File: src/rtl/core/pru_pkg.sv
// shared types and constants for the packed raw pixel unpacker
// no dependencies; imported by every module of the block
`default_nettype none

package pru_pkg;

  // frame size limits applied to the written geometry
  localparam int unsigned MAX_WIDTH  = 16384;
  localparam int unsigned MAX_HEIGHT = 16384;

  // field widths
  localparam int unsigned WORD_W   = 32;
  localparam int unsigned RAW_W    = 12;
  localparam int unsigned PIXEL_W  = 16;
  localparam int unsigned COORD_W  = 14;
  localparam int unsigned DIM_W    = 15;
  localparam int unsigned SHIFT_W  = 3;
  localparam int unsigned CMP_W    = 17;

  // pixels carried by one packed group
  localparam int unsigned GROUP_PIXELS = 9;
  localparam int unsigned IDX_W        = $clog2(GROUP_PIXELS);
  localparam logic [IDX_W-1:0] LAST_IDX = IDX_W'(GROUP_PIXELS - 1);

  // largest shift applied to a pixel
  localparam logic [SHIFT_W-1:0] MAX_SHIFT = 3'd4;

  // depth of the group queue between front and back
  localparam int unsigned QUEUE_DEPTH = 2;
  localparam int unsigned QPTR_W      = $clog2(QUEUE_DEPTH);
  localparam int unsigned QCNT_W      = $clog2(QUEUE_DEPTH + 1);

  // configuration register indexes
  localparam int unsigned CFG_IDX_W = 2;
  localparam logic [CFG_IDX_W-1:0] REG_FRAME_WIDTH  = 2'd0;
  localparam logic [CFG_IDX_W-1:0] REG_FRAME_HEIGHT = 2'd1;
  localparam logic [CFG_IDX_W-1:0] REG_VALUE_SHIFT  = 2'd2;

  // input transaction: one 16-byte group
  typedef struct packed {
    logic [WORD_W-1:0] word0;
    logic [WORD_W-1:0] word1;
    logic [WORD_W-1:0] word2;
    logic [WORD_W-1:0] word3;
  } pru_in_t;

  // output transaction: one pixel
  typedef struct packed {
    logic [PIXEL_W-1:0] pixel;
    logic [COORD_W-1:0] column;
    logic [COORD_W-1:0] row;
    logic               last_in_group;
    logic               end_of_frame;
  } pru_out_t;

  // unpacked group held in the queue
  typedef logic [GROUP_PIXELS-1:0][RAW_W-1:0] pru_group_t;

  // geometry as the back end uses it: last column, last row, shift
  typedef struct packed {
    logic [DIM_W-1:0]   col_last;
    logic [DIM_W-1:0]   row_last;
    logic [SHIFT_W-1:0] shift;
  } pru_cfg_t;

  // queue status seen by the front and back
  typedef struct packed {
    logic full;
    logic not_empty;
  } pru_qstat_t;

endpackage

`default_nettype wire

File: src/rtl/core/pru_front.sv
// front end: configuration registers and group unpacking into the queue
// depends on pru_pkg
`default_nettype none

module pru_front (
  input  wire                               clk,
  input  wire                               rst_n,
  input  wire                               in_valid,
  output logic                              in_ready,
  input  wire  pru_pkg::pru_in_t            in_data,
  input  wire                               cfg_valid,
  output logic                              cfg_ready,
  input  wire  [pru_pkg::CFG_IDX_W-1:0]     cfg_index,
  input  wire  [pru_pkg::DIM_W-1:0]         cfg_data,
  input  wire  pru_pkg::pru_qstat_t         qstat,
  output logic                              push,
  output pru_pkg::pru_group_t               push_group,
  output pru_pkg::pru_cfg_t                 cfg
);
  import pru_pkg::*;

  logic [DIM_W-1:0]   col_last_r, col_last_nxt;
  logic [DIM_W-1:0]   row_last_r, row_last_nxt;
  logic [SHIFT_W-1:0] shift_r, shift_nxt;
  logic               cfg_wr;
  logic [CMP_W-1:0]   wr_ext;
  logic [DIM_W-1:0]   wr_m1;
  logic [WORD_W-1:0]  a0, a1, a2, a3;

  // configuration writes are always taken
  assign cfg_ready = 1'b1;
  assign cfg_wr    = cfg_valid && cfg_ready;
  assign wr_ext    = CMP_W'(cfg_data);
  assign wr_m1     = cfg_data - DIM_W'(1);

  // clamp the written geometry and keep it as the last index
  always_comb begin
    col_last_nxt = col_last_r;
    row_last_nxt = row_last_r;
    shift_nxt    = shift_r;
    if (cfg_wr) begin
      unique case (cfg_index)
        REG_FRAME_WIDTH: begin
          if (cfg_data == '0) begin
            col_last_nxt = '0;
          end else if (wr_ext > CMP_W'(MAX_WIDTH)) begin
            col_last_nxt = DIM_W'(MAX_WIDTH - 1);
          end else begin
            col_last_nxt = wr_m1;
          end
        end
        REG_FRAME_HEIGHT: begin
          if (cfg_data == '0) begin
            row_last_nxt = '0;
          end else if (wr_ext > CMP_W'(MAX_HEIGHT)) begin
            row_last_nxt = DIM_W'(MAX_HEIGHT - 1);
          end else begin
            row_last_nxt = wr_m1;
          end
        end
        REG_VALUE_SHIFT: begin
          if (cfg_data[SHIFT_W-1:0] > MAX_SHIFT) begin
            shift_nxt = MAX_SHIFT;
          end else begin
            shift_nxt = cfg_data[SHIFT_W-1:0];
          end
        end
        default: begin
        end
      endcase
    end
  end

  // geometry registers, reset to a one by one frame and the largest shift
  always_ff @(posedge clk) begin
    if (!rst_n) begin
      col_last_r <= '0;
      row_last_r <= '0;
      shift_r    <= MAX_SHIFT;
    end else begin
      col_last_r <= col_last_nxt;
      row_last_r <= row_last_nxt;
      shift_r    <= shift_nxt;
    end
  end

  assign cfg = '{col_last: col_last_r, row_last: row_last_r, shift: shift_r};

  // accept a transaction whenever the queue has room
  assign in_ready = !qstat.full;
  assign push     = in_valid && in_ready;

  // fixed bit layout of the nine 12-bit pixels
  assign a0 = in_data.word0;
  assign a1 = in_data.word1;
  assign a2 = in_data.word2;
  assign a3 = in_data.word3;

  always_comb begin
    push_group[0] = {a0[12:10], a0[8:0]};
    push_group[1] = {a0[25:20], a0[18:13]};
    push_group[2] = {a1[8:0],   a0[28:26]};
    push_group[3] = {a1[22:20], a1[18:10]};
    push_group[4] = {a2[5:0],   a1[28:23]};
    push_group[5] = {a2[18:10], a2[8:6]};
    push_group[6] = {a3[2:0],   a2[28:20]};
    push_group[7] = {a3[15:10], a3[8:3]};
    push_group[8] = {a3[28:20], a3[18:16]};
  end

endmodule

`default_nettype wire

File: src/rtl/core/pru_queue.sv
// short queue of unpacked groups between front and back
// depends on pru_pkg
`default_nettype none

module pru_queue (
  input  wire                       clk,
  input  wire                       rst_n,
  input  wire                       push,
  input  wire  pru_pkg::pru_group_t push_group,
  input  wire                       pop,
  output pru_pkg::pru_group_t       head_group,
  output pru_pkg::pru_qstat_t       qstat
);
  import pru_pkg::*;

  pru_group_t          slot_r [QUEUE_DEPTH];
  logic [QPTR_W-1:0]   wr_ptr_r, wr_ptr_nxt;
  logic [QPTR_W-1:0]   rd_ptr_r, rd_ptr_nxt;
  logic [QCNT_W-1:0]   count_r, count_nxt;

  // pointer and fill count update
  always_comb begin
    wr_ptr_nxt = wr_ptr_r;
    rd_ptr_nxt = rd_ptr_r;
    count_nxt  = count_r;
    if (push) begin
      wr_ptr_nxt = (wr_ptr_r == QPTR_W'(QUEUE_DEPTH - 1)) ? '0 : wr_ptr_r + QPTR_W'(1);
    end
    if (pop) begin
      rd_ptr_nxt = (rd_ptr_r == QPTR_W'(QUEUE_DEPTH - 1)) ? '0 : rd_ptr_r + QPTR_W'(1);
    end
    if (push && !pop) begin
      count_nxt = count_r + QCNT_W'(1);
    end else if (pop && !push) begin
      count_nxt = count_r - QCNT_W'(1);
    end
  end

  always_ff @(posedge clk) begin
    if (!rst_n) begin
      wr_ptr_r <= '0;
      rd_ptr_r <= '0;
      count_r  <= '0;
    end else begin
      wr_ptr_r <= wr_ptr_nxt;
      rd_ptr_r <= rd_ptr_nxt;
      count_r  <= count_nxt;
    end
  end

  // group storage
  always_ff @(posedge clk) begin
    if (push) begin
      slot_r[wr_ptr_r] <= push_group;
    end
  end

  assign head_group      = slot_r[rd_ptr_r];
  assign qstat.full      = (count_r == QCNT_W'(QUEUE_DEPTH));
  assign qstat.not_empty = (count_r != '0);

endmodule

`default_nettype wire

File: src/rtl/core/pru_back.sv
// back end: walks the head group pixel by pixel, tracks position, drives output
// depends on pru_pkg
`default_nettype none

module pru_back (
  input  wire                       clk,
  input  wire                       rst_n,
  input  wire  pru_pkg::pru_cfg_t   cfg,
  input  wire  pru_pkg::pru_qstat_t qstat,
  input  wire  pru_pkg::pru_group_t head_group,
  output logic                      pop,
  output logic                      out_valid,
  input  wire                       out_ready,
  output pru_pkg::pru_out_t         out_data
);
  import pru_pkg::*;

  logic [IDX_W-1:0]   idx_r, idx_nxt;
  logic [COORD_W-1:0] col_r, col_nxt;
  logic [COORD_W-1:0] row_r, row_nxt;
  logic               out_valid_r, out_valid_nxt;
  pru_out_t           out_data_r, out_data_nxt;
  logic               slot_free;
  logic               emit;
  logic               row_end;
  logic               frame_end;
  logic               last_pix;
  logic [PIXEL_W-1:0] shifted;

  // output register frees when empty or being taken
  assign slot_free = !out_valid_r || out_ready;
  assign emit      = slot_free && qstat.not_empty;

  // position compare against the current geometry
  assign row_end   = ({1'b0, col_r} >= cfg.col_last);
  assign frame_end = row_end && ({1'b0, row_r} >= cfg.row_last);
  assign last_pix  = frame_end || (idx_r == LAST_IDX);
  assign shifted   = PIXEL_W'(head_group[idx_r]) << cfg.shift;

  // retire the group on its last pixel or at the end of the frame
  assign pop = emit && last_pix;

  // pixel index and position counters
  always_comb begin
    idx_nxt = idx_r;
    col_nxt = col_r;
    row_nxt = row_r;
    if (emit) begin
      idx_nxt = last_pix ? '0 : idx_r + IDX_W'(1);
      if (frame_end) begin
        col_nxt = '0;
        row_nxt = '0;
      end else if (row_end) begin
        col_nxt = '0;
        row_nxt = row_r + COORD_W'(1);
      end else begin
        col_nxt = col_r + COORD_W'(1);
      end
    end
  end

  // output register contents
  always_comb begin
    out_valid_nxt = out_valid_r;
    out_data_nxt  = out_data_r;
    if (slot_free) begin
      out_valid_nxt = qstat.not_empty;
    end
    if (emit) begin
      out_data_nxt = '{pixel: shifted, column: col_r, row: row_r,
                       last_in_group: last_pix, end_of_frame: frame_end};
    end
  end

  always_ff @(posedge clk) begin
    if (!rst_n) begin
      idx_r       <= '0;
      col_r       <= '0;
      row_r       <= '0;
      out_valid_r <= 1'b0;
    end else begin
      idx_r       <= idx_nxt;
      col_r       <= col_nxt;
      row_r       <= row_nxt;
      out_valid_r <= out_valid_nxt;
    end
  end

  always_ff @(posedge clk) begin
    out_data_r <= out_data_nxt;
  end

  assign out_valid = out_valid_r;
  assign out_data  = out_data_r;

endmodule

`default_nettype wire

File: src/rtl/core/packed_raw_pixel_unpacker_top.sv
// Path: a group taken on in_ goes into a queue slot, then its pixels pass one at a time
//   through the single output register to out_. A two-group queue lets input run ahead.
// Throughput: one pixel per cycle while out_ready holds and a group is queued; fewer
//   pixels come from a group in which the frame ends.
// Reset (synchronous, rst_n low): position returns to column 0 row 0, queue empties,
//   geometry becomes a 1 x 1 frame with a shift of 4.
// Depends on pru_pkg, pru_front, pru_queue and pru_back.
`default_nettype none

module packed_raw_pixel_unpacker_top (
  input  wire                           clk,
  input  wire                           rst_n,
  input  wire                           in_valid,
  output logic                          in_ready,
  input  wire  pru_pkg::pru_in_t        in_data,
  output logic                          out_valid,
  input  wire                           out_ready,
  output pru_pkg::pru_out_t             out_data,
  input  wire                           cfg_valid,
  output logic                          cfg_ready,
  input  wire  [pru_pkg::CFG_IDX_W-1:0] cfg_index,
  input  wire  [pru_pkg::DIM_W-1:0]     cfg_data
);
  import pru_pkg::*;

  pru_qstat_t qstat;
  pru_group_t push_group;
  pru_group_t head_group;
  pru_cfg_t   cfg;
  logic       push;
  logic       pop;

  // unpacking and configuration
  pru_front u_front (
    .clk        (clk),
    .rst_n      (rst_n),
    .in_valid   (in_valid),
    .in_ready   (in_ready),
    .in_data    (in_data),
    .cfg_valid  (cfg_valid),
    .cfg_ready  (cfg_ready),
    .cfg_index  (cfg_index),
    .cfg_data   (cfg_data),
    .qstat      (qstat),
    .push       (push),
    .push_group (push_group),
    .cfg        (cfg)
  );

  // group queue
  pru_queue u_queue (
    .clk        (clk),
    .rst_n      (rst_n),
    .push       (push),
    .push_group (push_group),
    .pop        (pop),
    .head_group (head_group),
    .qstat      (qstat)
  );

  // pixel sequencer and output stage
  pru_back u_back (
    .clk        (clk),
    .rst_n      (rst_n),
    .cfg        (cfg),
    .qstat      (qstat),
    .head_group (head_group),
    .pop        (pop),
    .out_valid  (out_valid),
    .out_ready  (out_ready),
    .out_data   (out_data)
  );

endmodule

`default_nettype wire

File: config.mk
export PLATFORM = sky130hd
export DESIGN_NAME = packed_raw_pixel_unpacker_top
export DESIGN_NICKNAME = d
export VERILOG_FILES = /design/src/rtl/core/pru_pkg.sv /design/src/rtl/core/pru_front.sv /design/src/rtl/core/pru_queue.sv /design/src/rtl/core/pru_back.sv /design/src/rtl/core/packed_raw_pixel_unpacker_top.sv
export SDC_FILE = /design/constraint.sdc
export NUM_CORES = 1
export LEC_CHECK = 0
export ABC_AREA = 1
export BUFFER_PORTS_ARGS = -buffer_cell sky130_fd_sc_hd__buf_2
export CORE_ASPECT_RATIO = 1.25
export CORE_MARGIN = 2
export CORE_UTILIZATION = 55
export DETAILED_ROUTE_END_ITERATION = 6
export GPL_ROUTABILITY_DRIVEN = 0
export PLACE_DENSITY = 0.77
export REMOVE_ABC_BUFFERS = 1
export SLEW_MARGIN = 5
export SYNTH_ARGS = -nofsm -noshare
export SYNTH_HDL_FRONTEND = slang
export SYNTH_SLANG_ARGS = --single-unit
File: constraint.sdc
create_clock -name clk -period 6.7 [get_ports clk]
set_clock_uncertainty 0.1 [all_clocks]
set_input_delay 0.335 -clock clk [delete_from_list [all_inputs] [get_ports clk]]
set_output_delay 0.335 -clock clk [all_outputs]
set_load 0.02 [all_outputs]
# == Word level (Yosys, flattened, before mapping) ==
# Memories as Yosys holds them, arrays and structs flattened. A register that Yosys moved wholly into a read port is not among the register bits.
# Index checks and enable logic that the tools add are counted.
# totals
register_bits,116
mem_bits_rw,216
in_bits,150
out_inout_bits,49
wordCells,73
n_memories,1
# memory_table
name,depth,word_bits,read_ports,rd_clocked_by_memory_dff,wr,line_no,source
u_queue.slot_r,2,108,1,1,1,pru_queue.sv:16,pru_group_t slot_r [QUEUE_DEPTH];
# classes
add_sub_neg,8
magnitude_cmp,5
n_eq_ne,4
n_shift,1
muxes,18
n_reduce_logical,21
# op_table
op,n
$mux 14,4
$bmux 12 s4,1
$ge 14x15->1,2
$mux 15,2
$add 14x1->14 const B,2
$shl 12x3->16,1
$gt 15x15->1 const B,1
$logic_not 15->1,1
$sub 15x1->15 const B,1
$mux 12,1
$reduce_and 2->1,4
$logic_and 1x1->1,6
$mux 1,6
$reduce_bool 2->1,3
$lt 4x5->1 const B,1
$add 4x1->4 const B,1
$eq 2x2->1 const B,2
$eq 4x4->1 const B,1
$logic_not 1->1,4
$mux 2,2
$mux 4,1
$gt 3x3->1 const B,1
$mux 3,1
$add 1x1->1 const B,2
other kinds (5),6

# == Longest topological paths before layout ==
# logic_depth
depth_word,7
ltp_mapped,16
depth_no_buf,16

# == By module ==
# Synthesis repeated with hierarchy kept, for this count alone.
# unflattened
hier_cells,1579
hier_area_um2,16348.2
# by_module_without_submodules
mod,instances,cells_per_inst,area_each_um2
pru_queue,1,371,8090.3
pru_back,1,843,5681.7
pru_front,1,365,2576.2

# == Worst setup path before layout ==
# Ideal clock, no wire load.
# synth_path
path_kind,register to register
startpoint,register u_queue.count_r[0]
endpoint,memory u_queue.slot_r[1][0] in the netlist's numbering (enable)
setup_time_ns,0.577
arrival_time_ns,5.184
required_ns,6.023
setup_slack_ns,0.838
path_stages_with_launch,5
synth_period_minus_slack_ns,5.862
cell_sequence,dfxtp_1 -> inv_2 -> nand2_1 -> nand2_1 -> nor2_1
# synth_via
elab_chain_len,5
# synth_lines
item,line_no,source
"start, declared",pru_queue.sv:19,"logic [QCNT_W-1:0] count_r, count_nxt;"
"start signal, assigned",pru_queue.sv:47,count_r <= count_nxt;
$eq 2x2->1,pru_queue.sv:59,assign qstat.full = (count_r == QCNT_W'(QUEUE_DEPTH));
$logic_not 1->1,pru_front.sv:90,assign in_ready = !qstat.full;
named net in_ready,packed_raw_pixel_unpacker_top.sv:14,"output logic in_ready,"
$logic_and 1x1->1,pru_front.sv:91,assign push = in_valid && in_ready;
$mux 1,pru_queue.sv:53,if (push) begin
$mux 1 (not written as such),pru_queue.sv:54,slot_r[wr_ptr_r] <= push_group;
"end, declared",pru_queue.sv:16,
# The timed path passes the listed nets, and every way through them passes these cells.

# == Worst setup path in the final report ==
# layout_path
startpoint,register u_back.col_r[4]
endpoint,register u_queue.count_r[1]
# layout_via
elab_chain_len,7
word_cells_on_any_way,9
classes_between,order compare: 1; mux: 1; reduce/logical: 7
# layout_lines
item,line_no,source
"start, declared",pru_back.sv:19,"logic [COORD_W-1:0] col_r, col_nxt;"
"start signal, assigned",pru_back.sv:83,col_r <= col_nxt;
$ge 14x15->1 *,pru_back.sv:35,"assign row_end = ({1'b0, col_r} >= cfg.col_last);"
$logic_and 1x1->1 *,pru_back.sv:36,"assign frame_end = row_end && ({1'b0, row_r} >= cfg.row_last);"
$logic_or 1x1->1 *,pru_back.sv:37,assign last_pix = frame_end || (idx_r == LAST_IDX);
named net u_back.last_pix,pru_back.sv:27,logic last_pix;
$logic_and 1x1->1 *,pru_back.sv:41,assign pop = emit && last_pix;
$logic_not 1->1,pru_queue.sv:32,if (push && !pop) begin
$logic_and 1x1->1,pru_queue.sv:32,
$mux 2 / $reduce_bool 2->1 (equally long branches),--,
# Mark *: on every way through the listed nets, which the timed path passes. The rest lies on a longest branch.
# A chain may end at the register's enable or synchronous reset.

==> results <==
- The flow ran to the end, and the final reports show no timing, DRC or antenna violations.
- The worst min-delay path category is in -> reg.
- Max-cap violations in this run came to 0.
- The total length of routed wires is 37400 um.
- The buffer cell driving the clock tree root is sky130_fd_sc_hd__clkbuf_16.
- The number of antenna diodes in the final layout is 0.
- In this run the worst path has a maximum fanout of 11.
- The proportion of layout cells with a drive suffix above 1 is roughly 14%.
- The async set-or-reset flop fraction in the synthesized netlist is 0%.
- The count of final max-slew check failures is 0.
- For this run, the share of the core covered by cells in the final layout is 66.7%.
- Setup repair after global routing left no endpoint under its margin.
- After clock tree synthesis, the clock-pin slew on the worst setup and hold paths is about 70 ps.
- Compared with the post-synthesis result, the final layout area differs by 20.3%.
- The worst setup path is launched from a flop.
- The launch point of the worst path is u_back.col_r[4].
- The most used flip-flop cell after synthesis is sky130_fd_sc_hd__edfxtp_1.
- The number of global-route vias before repair came to 11.8k.
- In this run the critical register-to-register path is launched from u_back.col_r[4].
- The timing-limited maximum frequency is 0.327 GHz.
- Clock tree synthesis inserted a total of 31 buffers.
- Dividing the detail-routed via count by the number of cells gives 5.39.
- In this run, post-CTS repair resized a total of 0 instances.
- The row count is 68.
- For this block, the via count after detailed routing is 12.0k.
- The worst-skew pair later-pin latency is between 500 and 600 ps.
- The initial antenna violation count was 0.
- Averaged over all synthesized cells, the footprint is ~9.6 um^2.
- The terminus of the critical flop-to-flop path is u_queue.count_r[1].
- The worst register-to-register path has a setup slack of 3640 ps.
- Counting every instance in the synthesized netlist gives 1586.
- The full die area is roughly 29000 um^2.
- The number of library cell types mapped by synthesis is 43.
- The number of sinks handled by clock tree synthesis is 333.
- The pin count of the biggest net entering global routing is 101.
- The first global-routing pass estimated slightly below 60000 um of wire.
- Setup violations remaining at the end of the flow were counted as 0.
- The HPWL after detailed placement is 22400 um.
- TritonCTS built the clock tree.
- The number of flops mapped to enable cells by yosys is between 200 and 300.
- The leakage component of the power is 0.00785 uW.
- The critical path data arrival time is 3400 ps.
- The maximum buffer depth of the clock tree is 3.
- The number of buffers added on ports is 177.
- The starting DRC count in detailed routing is around 900.
- The worst pin sits at a relative slew slack of 24.2%.
- The power density over cell area is 308 nW/um^2.
- The pre-antenna-repair detailed-routing pass consisted of 7 iterations.
- The average wire length per cell after detail routing is 16.8 um.
- The number of placed instances, taps included, is 2057.
- The initial cell density of the core is 55.4%.
- The overall routing resource usage is 25.1%.
- For this design the top-level I/O count stands at ~200.
- The count of nets left with antenna violations once routing finished came out at 0.
- The final global-route overflow total is 0.
- The worst-case reg-to-reg path depth is 13.
- The total negative slack for setup checks is 0 ps.
- The layout net count is around 2.0k.
- The die width is 153 um.
- In this run the standard cell core region covers roughly 27000 um^2.
- After synthesis the netlist holds a flip-flop and latch count of 333.
- The worst setup path is captured at a flop.
- The final critical path takes up approximately 46% of the cycle.
- In this run the number of H-tree levels came out at 1.
- The count of yosys warnings during synthesis is 0.
- The share of the yosys chip area belonging to registers is about three fifths.
- The worst setup path endpoint is u_queue.count_r[1].
- The netlist area before placement is 15200 um^2.
- STA puts the critical path data required time at 7040 ps.
- The largest vdd supply drop is 0.307 mV.
- The final cell count without fillers is roughly 2.2k.
- The transition time at the pin with the least slew margin is 1140 ps.
- Counting I/O delays and the setup requirement, the final critical path takes 3060 ps.
- The number of hold violations in the final report is 0.
- Buffers added to address setup during post-CTS repair amount to 0.
- The number of hold buffers added after CTS was approximately 110.
- The die height is around 190 um.
- The worst setup path is of the reg -> reg kind.
- For this run, design rule violations remaining after detail routing come to 0.
## per-layer routing
metal,up-vias,part of all wire [%],track usage [%]
li1,5775,-,-
met1,5575,37,29.5
met2,521,52,46.8
met3,102,7.3,3.44
met4,0,3.6,9.58
met5,-,0,0
## where the power goes
group	internal (uW)	total, uW	leakage (uW)	switching [uW]
Sequential	2530	2620	0.00305	90.6
Clock	961	1730	0.000483	766
Combinational	384	1280	0.00432	892
Total	3880	5630	0.00785	1750
## metrics by stage
step / power, uW / setup WS, ps / hold slack, ps / cell area [um^2]
after detailed placement: 3860 / 3710 / 394 / 16200
after CTS: 5610 / 3680 / 13.7 / 18300
final: 5630 / 3640 / 23.4 / 18300
after floorplan: 3450 / 838 / 334 / 14800
after global placement: 3830 / 3830 / 374 / 16200
after global routing: 5860 / 3320 / 37.2 / 18300
## worst min path at each step
stage	end	startpoint	cells after the start	slack [ps]
floorplan	u_front.shift_r[2]	rst_n	1	330
global placement	u_queue.rd_ptr_r	u_queue.rd_ptr_r	2	370
detailed placement	u_queue.rd_ptr_r	u_queue.rd_ptr_r	2	390
CTS	u_back.out_valid	out_ready	4	10
global route	u_back.out_valid	out_ready	4	40
finish	u_back.out_valid	out_ready	4	20
## state kept, by name, indices dropped and copies added, names as in the netlist, named ones only
name                cells
u_queue.slot_r        216
u_back.out_data        46
u_front.col_last_r     15
u_front.row_last_r     15
u_back.col_r           14
u_back.row_r           14
u_back.idx_r            4
u_front.shift_r         3
u_queue.count_r         2
u_back.out_valid        1
u_queue.rd_ptr_r        1
u_queue.wr_ptr_r        1
## worst max-delay path, cell delays in order (launching register included)
cell and delay, ps:
sky130_fd_sc_hd__dfxtp_1 450, sky130_fd_sc_hd__ha_1 310, sky130_fd_sc_hd__a21oi_1 140, sky130_fd_sc_hd__o21ai_0 120
sky130_fd_sc_hd__o21ai_1 180, sky130_fd_sc_hd__nand3_2 160, sky130_fd_sc_hd__nand2_1 400, sky130_fd_sc_hd__nand2_1 190
sky130_fd_sc_hd__nand2_1 130, sky130_fd_sc_hd__ha_1 270, sky130_fd_sc_hd__a21oi_1 110, sky130_fd_sc_hd__o21ai_0 110
sky130_fd_sc_hd__o21ai_0 180, sky130_fd_sc_hd__a21oi_1 60
## Yosys cell counts (all sizes together), types with 3 or more instances
| cell type | n | area (um^2) |
|---|---|---|
| nand4 | 19 | 119 |
| nor2 | 110 | 430 |
| nor4 | 3 | 18.8 |
| xor2 | 11 | 96.3 |
| edfxtp | 262 | 7870 |
| or2 | 9 | 56.3 |
| dfxtp | 71 | 1420 |
| o21ai | 74 | 374 |
| buf | 51 | 353 |
| inv | 195 | 737 |
| nand3 | 177 | 896 |
| nand3b | 10 | 75.1 |
| nor3 | 17 | 111 |
| nand2 | 445 | 1680 |
| ha | 35 | 438 |
| clkbuf | 15 | 56.3 |
| a21oi | 67 | 335 |
| nor3b | 3 | 27.5 |
## cell type report
cell class | count | area (um^2)
timing repair buffer | 295 | 2040
clock buffer | 39 | 837
fill | 2099 | 9140
clock inverter | 18 | 146
inverter | 196 | 741
multi-input combinational | 991 | 4760
sequential | 333 | 9290
tap | 350 | 438
## cell families after synthesis
family                   after synthesis  synth area share, %
other                                  1               0.0247
AND/OR/NAND/NOR                      793                 22.5
AO/OA/AOI/OAI                        149                 5.07
flip-flops                           333                 61.2
buffers and inverters                262                 7.57
XOR/XNOR                              13                0.750
adder cells (fa/ha/maj)               35                 2.88
## placed cells by master, fill, tap and decap left out, drive strengths merged, types with 11 or more instances in the layout
master,instances
inv,196
ha,35
edfxtp,262
nand4,19
nor2,110
o21ai,74
clkbuf,39
nand2,445
nor3,17
buf,187
dlygate4sd3,108
a21oi,67
xor2,11
clkinv,15
nand3,177
dfxtp,71
No activity file was read; power rests on OpenSTA's default activity.
